## src/hw/rtl/tsct_pkg.sv

```systemverilog
// ----------------------------------------------------------------------------
// Touch strip contact tracker package
// Shared constants, beat types and run state type for the contact tracker.
// ----------------------------------------------------------------------------
package tsct_pkg;

    // Number of physical pads on the strip.
    localparam int NUM_PADS = 32;

    // Field widths.
    localparam int PAD_W   = 5;
    localparam int COUNT_W = 2;

    // Event operation codes.
    localparam logic OP_TOUCH   = 1'b0;
    localparam logic OP_RELEASE = 1'b1;

    // Run length codes.
    localparam logic [COUNT_W-1:0] RUN_EMPTY  = 2'd0;
    localparam logic [COUNT_W-1:0] RUN_SINGLE = 2'd1;
    localparam logic [COUNT_W-1:0] RUN_DOUBLE = 2'd2;
    localparam logic [COUNT_W-1:0] RUN_TRIPLE = 2'd3;

    typedef logic [PAD_W-1:0] pad_t;

    // Input beat: one touch or release event.
    typedef struct packed {
        logic operation;
        pad_t pad_index;
    } in_beat_t;

    // Result beat: interpolated position and run size.
    typedef struct packed {
        pad_t               position;
        logic               position_valid;
        logic [COUNT_W-1:0] contact_count;
    } out_beat_t;

    // Tracked run of adjacent pads.
    typedef struct packed {
        logic [COUNT_W-1:0] run_length;
        pad_t               left_pad;
        pad_t               middle_pad;
        pad_t               right_pad;
    } run_t;

endpackage

```

## src/hw/rtl/tsct_update.sv

```systemverilog
// ----------------------------------------------------------------------------
// Contact tracker run update
// Computes the next run state from one event and the result beat that
// reports the run after that event.
// ----------------------------------------------------------------------------
module tsct_update (
    input  tsct_pkg::in_beat_t  event_beat,
    input  tsct_pkg::run_t      run_cur,
    output tsct_pkg::run_t      run_next,
    output tsct_pkg::out_beat_t result
);

    // One extra bit keeps the neighbor compares free of wraparound.
    logic [tsct_pkg::PAD_W:0] pad_ext;
    logic [tsct_pkg::PAD_W:0] left_ext;
    logic [tsct_pkg::PAD_W:0] right_ext;
    logic                     in_range;
    logic                     left_adj;
    logic                     right_adj;
    logic [tsct_pkg::PAD_W:0] pair_sum;

    assign pad_ext   = {1'b0, event_beat.pad_index};
    assign left_ext  = {1'b0, run_cur.left_pad};
    assign right_ext = {1'b0, run_cur.right_pad};
    assign in_range  = (32'(event_beat.pad_index) < tsct_pkg::NUM_PADS);
    assign left_adj  = ((pad_ext + 1'b1) == left_ext);
    assign right_adj = (pad_ext == (right_ext + 1'b1));

    // Next run state.
    always_comb begin
        run_next = run_cur;
        if (in_range) begin
            if (event_beat.operation == tsct_pkg::OP_TOUCH) begin
                case (run_cur.run_length)
                    tsct_pkg::RUN_EMPTY: begin
                        run_next.left_pad   = event_beat.pad_index;
                        run_next.run_length = tsct_pkg::RUN_SINGLE;
                    end
                    tsct_pkg::RUN_SINGLE: begin
                        if (left_adj) begin
                            run_next.right_pad  = run_cur.left_pad;
                            run_next.left_pad   = event_beat.pad_index;
                            run_next.run_length = tsct_pkg::RUN_DOUBLE;
                        end else if (pad_ext == (left_ext + 1'b1)) begin
                            run_next.right_pad  = event_beat.pad_index;
                            run_next.run_length = tsct_pkg::RUN_DOUBLE;
                        end else begin
                            run_next.left_pad = event_beat.pad_index;
                        end
                    end
                    tsct_pkg::RUN_DOUBLE: begin
                        if (left_adj) begin
                            run_next.middle_pad = run_cur.left_pad;
                            run_next.left_pad   = event_beat.pad_index;
                            run_next.run_length = tsct_pkg::RUN_TRIPLE;
                        end else if (right_adj) begin
                            run_next.middle_pad = run_cur.right_pad;
                            run_next.right_pad  = event_beat.pad_index;
                            run_next.run_length = tsct_pkg::RUN_TRIPLE;
                        end else begin
                            run_next.left_pad   = event_beat.pad_index;
                            run_next.run_length = tsct_pkg::RUN_SINGLE;
                        end
                    end
                    default: begin
                        // Triple: slide the window toward the new pad.
                        if (left_adj) begin
                            run_next.right_pad  = run_cur.middle_pad;
                            run_next.middle_pad = run_cur.left_pad;
                            run_next.left_pad   = event_beat.pad_index;
                        end else if (right_adj) begin
                            run_next.left_pad   = run_cur.middle_pad;
                            run_next.middle_pad = run_cur.right_pad;
                            run_next.right_pad  = event_beat.pad_index;
                        end else begin
                            run_next.left_pad   = event_beat.pad_index;
                            run_next.run_length = tsct_pkg::RUN_SINGLE;
                        end
                    end
                endcase
            end else begin
                case (run_cur.run_length)
                    tsct_pkg::RUN_SINGLE: begin
                        if (event_beat.pad_index == run_cur.left_pad) begin
                            run_next.run_length = tsct_pkg::RUN_EMPTY;
                        end
                    end
                    tsct_pkg::RUN_DOUBLE: begin
                        if (event_beat.pad_index == run_cur.left_pad) begin
                            run_next.left_pad   = run_cur.right_pad;
                            run_next.run_length = tsct_pkg::RUN_SINGLE;
                        end else if (event_beat.pad_index == run_cur.right_pad) begin
                            run_next.run_length = tsct_pkg::RUN_SINGLE;
                        end
                    end
                    tsct_pkg::RUN_TRIPLE: begin
                        // Releasing the middle pad keeps only the left pad.
                        if (event_beat.pad_index == run_cur.left_pad) begin
                            run_next.left_pad   = run_cur.middle_pad;
                            run_next.run_length = tsct_pkg::RUN_DOUBLE;
                        end else if (event_beat.pad_index == run_cur.right_pad) begin
                            run_next.right_pad  = run_cur.middle_pad;
                            run_next.run_length = tsct_pkg::RUN_DOUBLE;
                        end else if (event_beat.pad_index == run_cur.middle_pad) begin
                            run_next.run_length = tsct_pkg::RUN_SINGLE;
                        end
                    end
                    default: begin
                        run_next = run_cur;
                    end
                endcase
            end
        end
    end

    // Interpolated position of the updated run.
    assign pair_sum = {1'b0, run_next.left_pad} + {1'b0, run_next.right_pad};

    always_comb begin
        result.contact_count  = run_next.run_length;
        result.position_valid = (run_next.run_length != tsct_pkg::RUN_EMPTY);
        case (run_next.run_length)
            tsct_pkg::RUN_SINGLE: result.position = run_next.left_pad;
            tsct_pkg::RUN_DOUBLE: result.position = pair_sum[tsct_pkg::PAD_W:1];
            tsct_pkg::RUN_TRIPLE: result.position = run_next.middle_pad;
            default:              result.position = '0;
        endcase
    end

endmodule

```

## src/hw/rtl/touch_strip_contact_tracker.sv

```systemverilog
// ----------------------------------------------------------------------------
// Touch strip contact tracker
// An event waits in the input register, its result in the result register.
// Throughput: one event per cycle while the result side accepts beats; the
// run update is a single pass of compares and moves between those two.
// Reset: aresetn (synchronous, active low) empties the run and both stages.
// ----------------------------------------------------------------------------
module touch_strip_contact_tracker (
    input  logic                aclk,
    input  logic                aresetn,
    input  logic                s_valid,
    output logic                s_ready,
    input  tsct_pkg::in_beat_t  s_data,
    output logic                m_valid,
    input  logic                m_ready,
    output tsct_pkg::out_beat_t m_data
);

    logic                in_valid_reg;
    tsct_pkg::in_beat_t  in_beat_reg;
    logic                out_valid_reg;
    tsct_pkg::out_beat_t out_beat_reg;
    tsct_pkg::run_t      run_reg;
    tsct_pkg::run_t      run_next;
    tsct_pkg::out_beat_t result_next;
    logic                advance;

    // The held event moves on when the result register is free or draining.
    assign advance = in_valid_reg && (!out_valid_reg || m_ready);
    assign s_ready = !in_valid_reg || advance;

    tsct_update u_update (
        .event_beat (in_beat_reg),
        .run_cur    (run_reg),
        .run_next   (run_next),
        .result     (result_next)
    );

    // Input register.
    always_ff @(posedge aclk) begin
        if (!aresetn) begin
            in_valid_reg <= 1'b0;
        end else if (s_ready) begin
            in_valid_reg <= s_valid;
        end
        if (s_valid && s_ready) begin
            in_beat_reg <= s_data;
        end
    end

    // Run state, updated once per event.
    always_ff @(posedge aclk) begin
        if (!aresetn) begin
            run_reg <= '0;
        end else if (advance) begin
            run_reg <= run_next;
        end
    end

    // Result register.
    always_ff @(posedge aclk) begin
        if (!aresetn) begin
            out_valid_reg <= 1'b0;
        end else if (advance) begin
            out_valid_reg <= 1'b1;
        end else if (m_ready) begin
            out_valid_reg <= 1'b0;
        end
        if (advance) begin
            out_beat_reg <= result_next;
        end
    end

    assign m_valid = out_valid_reg;
    assign m_data  = out_beat_reg;

endmodule

```

## config.mk

```make
export PLATFORM = sky130hd
export DESIGN_NAME = touch_strip_contact_tracker
export DESIGN_NICKNAME = d
export VERILOG_FILES = /design/src/hw/rtl/tsct_pkg.sv /design/src/hw/rtl/tsct_update.sv /design/src/hw/rtl/touch_strip_contact_tracker.sv
export SDC_FILE = /design/constraint.sdc
export NUM_CORES = 1
export LEC_CHECK = 0
export ABC_AREA = 1
export BUFFER_PORTS_ARGS = -buffer_cell sky130_fd_sc_hd__buf_4
export CORE_MARGIN = 2
export CORE_UTILIZATION = 65
export CTS_CLUSTER_SIZE = 30
export DETAILED_ROUTE_END_ITERATION = 7
export GPL_TIMING_DRIVEN = 0
export HOLD_SLACK_MARGIN = 0.05
export PLACE_DENSITY = 0.85
export SLEW_MARGIN = 10
export SYNTH_ARGS = -nofsm -noshare
export SYNTH_HDL_FRONTEND = slang
export SYNTH_SLANG_ARGS = --single-unit
```

## constraint.sdc

```tcl
create_clock -name aclk -period 5 [get_ports aclk]
set_input_delay 0.5 -clock aclk [delete_from_list [all_inputs] [get_ports aclk]]
set_output_delay 0.5 -clock aclk [all_outputs]
set_load 0.05 [all_outputs]
```

==> run_results.csv <==
group,metric,value,unit
outcome,status,"completed",
power,cellPowerDensity,235,nW/um^2
power,leakagePower,1.62,nW
setup_path,worstPathBufferInverterCount,4,
power,seqPwrFrac,40.4,%
die,io_pins,20,
logic_synthesis,syn-instance-count,497,
logic_synthesis,yosysWarnings,0,
clocking,hold_buffers,0,
clocking,numClockSinks,33,
power,switching_share,38.7,%
placed_design,placed_cells,570,
logic_synthesis,syn-num-nets,515,
logic_synthesis,muxShareOfSynthArea,0,%
clocking,cts-root-buf,"clkbuf_8",
cells_and_area,largest_reg_flops,17,
cells_and_area,final_cell_mix,"nand2_1 (145), inv_1 (56), o21ai_0 (46)",
drt,post-route-drc-count,0,
power,power_switching,0.308,mW
clocking,clock_latency,290,ps
setup_path,cp.arrival,4030,ps
setup_path,slowest_stage,"edfxtp_1",
logic_synthesis,synth-seq-cells,33,
logic_synthesis,synth_compound_area_share,21.6,%
sta,finalSetupViolCount,0,
setup_path,endpoint_kind,"flip-flop",
setup_path,reg2regPathDepth,23,
drt,wl_per_cell,17.2,um
setup_path,required,5040,ps
cells_and_area,instances_no_fill,578,
grt,antenna_found_initial,0,
cells_and_area,layout_commonest_cell,"nand2_1",
power,clockPowerShare,24.5,%
die,die_w,73.0,um
setup_path,crit_path_start_kind,"flip-flop",
cells_and_area,fin_nets,541,
clocking,cts_max_level,2,
setup_path,crit_path_frequent_cell,"nand2_1",
drt,wl,9.96,mm
sta,tightestPinTransition,868,ps
drt,antenna_left,0,
logic_synthesis,yosys-top-cells-area,"nand2_1 (18%), edfxtp_1 (14%), dfxtp_1 (12%)",
min_path,hold_class,"input port to flip-flop",
setup_path,r2r_setup_slack,1010,ps
min_path,hold_end,"in_beat_reg[4]",
power,internal_power,0.488,mW
logic_synthesis,synthAdderAreaFrac,3.48,%
sta,rsz0062_at_grt,"false",
sta,finalCritPeriodShare,79.9,%
setup_path,cp_max_fo,10,
sta,drv_slew,0,
logic_synthesis,synth_cell_types,38,
die,core_area,4660,um^2
sta,finalSetupTns,0,ps
setup_path,r2r-start,"in_beat_reg[0]",
drt,vias,3627,
die,dieArea,5330,um^2
min_path,worstHoldPathCells,1,
logic_synthesis,synth_top_cell_by_area,"nand2_1",
die,die-height,73.0,um
clocking,postCtsSetupRepairBufs,0,
clocking,cts_buffer_depth,2,
power,p_total,0.796,mW
power,combPwrFrac,35.1,%
logic_synthesis,yosysSeqAreaShare,25.9,%
cells_and_area,drive_gt1_share,15.1,%
sta,finalHoldViolations,0,
die,row_count,25,
clocking,cts_resized,0,
logic_synthesis,yosysTopAreaCellShare,17.6,%
placed_design,dp_hpwl,7.52,mm
grt,gr-total-overflow,0,
clocking,cts_tree,"built",
drt,dr.first_iter.drc_count,685,
sta,skew,9.42,ps
grt,grt_pass1_vias,3331,
clocking,clk_pin_slew,70,ps
drt,vias_per_cell,6.28,
placed_design,port_buffers,19,
setup_path,max_stage_delay,540,ps
placed_design,routabilityCongestion,0.996,
clocking,numCtsBuffers,5,
setup_path,reg2reg_to,"m_data[7]",
drt,drtPass1Iterations,6,
setup_path,cp_cell_sequence,"ha_1 > inv_1 > nand2_1 > nand2_1 > nor2_1 > nand2_1 > nor2_2 > nand2_2 > buf_6 > buf_6 > nor2_1 > a211oi_1 > o211ai_1 > nand2_1 > nand2_1 > inv_1 > ha_1 > a21oi_1 > nor2_1 > a211oi_1 > nand2_1 > nand2_1 > o211ai_2",
logic_synthesis,synthSimpleGateAreaFrac,34.0,%
logic_synthesis,syn_area,3100,um^2
die,start_util,66.4,%
grt,grt_pass1_wl,16.1,mm
sta,post-route-min-period,3990,ps
grt,grtUsageTotal,39.2,%
cells_and_area,area_growth,9.46,%
sta,fmax,250,MHz
logic_synthesis,synth_top_family_by_area,"simple AND/OR/NAND/NOR gates",
grt,grt_max_degree,18,
logic_synthesis,avgSynthCellArea,6.23,um^2
cells_and_area,antenna_cells,0,
setup_path,path_class,"flip-flop to flip-flop",
logic_synthesis,yosys.area_share.xor_xnor,2.55,%
power,vdd_drop_max,0.260,mV
run,drv_cap,0,
sta,max_slew_margin,42.1,%
setup_path,cp_top_family,"simple AND/OR/NAND/NOR gates",
min_path,holdCritStartpoint,"s_data[4]",
-- area by class of cell --
type | count | area, um^2
Buffer | 19 | 116
Clock buffer | 6 | 72.6
Clock inverter | 2 | 10.0
Fill cell | 392 | 1270
Inverter | 72 | 270
Multi-Input combinational cell | 373 | 1910
Sequential cell | 33 | 801
Tap cell | 54 | 67.6
Timing Repair Buffer | 19 | 143
-- cell usage after synthesis --
| master | n |
|---|---|
| o21bai_1 | 1 |
| o21ai_1 | 4 |
| or2_1 | 1 |
| xnor2_1 | 5 |
| a31o_2 | 2 |
| dfxtp_1 | 19 |
| o2111ai_1 | 7 |
| buf_4 | 7 |
| o221ai_1 | 5 |
| buf_6 | 2 |
| nand4_2 | 1 |
| o211ai_2 | 2 |
| buf_2 | 3 |
| nand2_1 | 145 |
| fa_1 | 1 |
| nand4_1 | 2 |
| a22oi_1 | 1 |
| o22ai_1 | 6 |
| clkbuf_1 | 7 |
| o21ai_2 | 1 |
| or2_2 | 1 |
| o211ai_1 | 5 |
| nor2_2 | 8 |
| inv_2 | 15 |
| ha_1 | 7 |
| a21oi_1 | 30 |
| nor3_4 | 1 |
| edfxtp_1 | 14 |
| inv_1 | 56 |
| a31oi_1 | 1 |
| o21ai_0 | 46 |
| nor2_1 | 31 |
| a211oi_1 | 2 |
| nand3_1 | 43 |
| nand3_2 | 3 |
| clkinv_1 | 1 |
| nand2_2 | 7 |
| xor2_1 | 4 |
-- metrics by stage --
step / worst slack, ps / hold slack, ps / instance area (um^2) / util, %
after global routing: 767 / 382 / 3390 / 72.7
final: 1010 / 394 / 3390 / 72.7
after CTS: 1060 / 394 / 3390 / 72.7
after floorplan: 1780 / 496 / 3100 / -
after global placement: 1220 / 504 / 3310 / 70.9
after detailed placement: 1130 / 523 / 3310 / 70.9
-- cells by family after synthesis --
group	after synthesis
flip-flops	33
adder cells (fa/ha/maj)	8
XOR/XNOR	9
AND/OR/NAND/NOR	243
buffers and inverters	91
AO/OA/AOI/OAI	113
-- worst reg2reg max path: cells and delay by family (launching register included) --
| family | cells | cell delay, ps |
|---|---|---|
| buffers and inverters | 4 | 430 |
| AND/OR/NAND/NOR | 12 | 1170 |
| AO/OA/AOI/OAI | 5 | 900 |
| flip-flops | 1 | 540 |
| adder cells (fa/ha/maj) | 2 | 720 |
-- power groups by stage --
| stage | clock network, mW | logic (mW) | registers (mW) |
|---|---|---|---|
| after floorplan | 0 | 0.188 | 0.334 |
| after global routing | 0.205 | 0.309 | 0.323 |
| after CTS | 0.191 | 0.271 | 0.320 |
| after detailed placement | 0 | 0.269 | 0.326 |
| after global placement | 0 | 0.261 | 0.325 |
| final | 0.195 | 0.280 | 0.321 |
-- how the worst max path moves through the flow --
stage	from	endpoint	slack [ps]	depth (start not counted)
after floorplan	in_beat_reg[0]	m_data[6]	1780	23
after global placement	in_beat_reg[0]	m_data[6]	1220	23
after detailed placement	in_beat_reg[0]	m_data[7]	1130	23
after CTS	in_beat_reg[0]	m_data[7]	1060	23
after global routing	in_beat_reg[0]	m_data[7]	770	23
final	in_beat_reg[0]	m_data[7]	1010	23
-- routing by layer --
metal / up-vias / share of wire [%] / track usage [%]
met2: 267 / 45 / 60.8
li1: 1696 / - / -
met3: 54 / 12 / 7.60
met4: 0 / 3.7 / 12.8
met5: - / 0 / 0
met1: 1610 / 39 / 54.6
(Power assumes the default switching activity.)
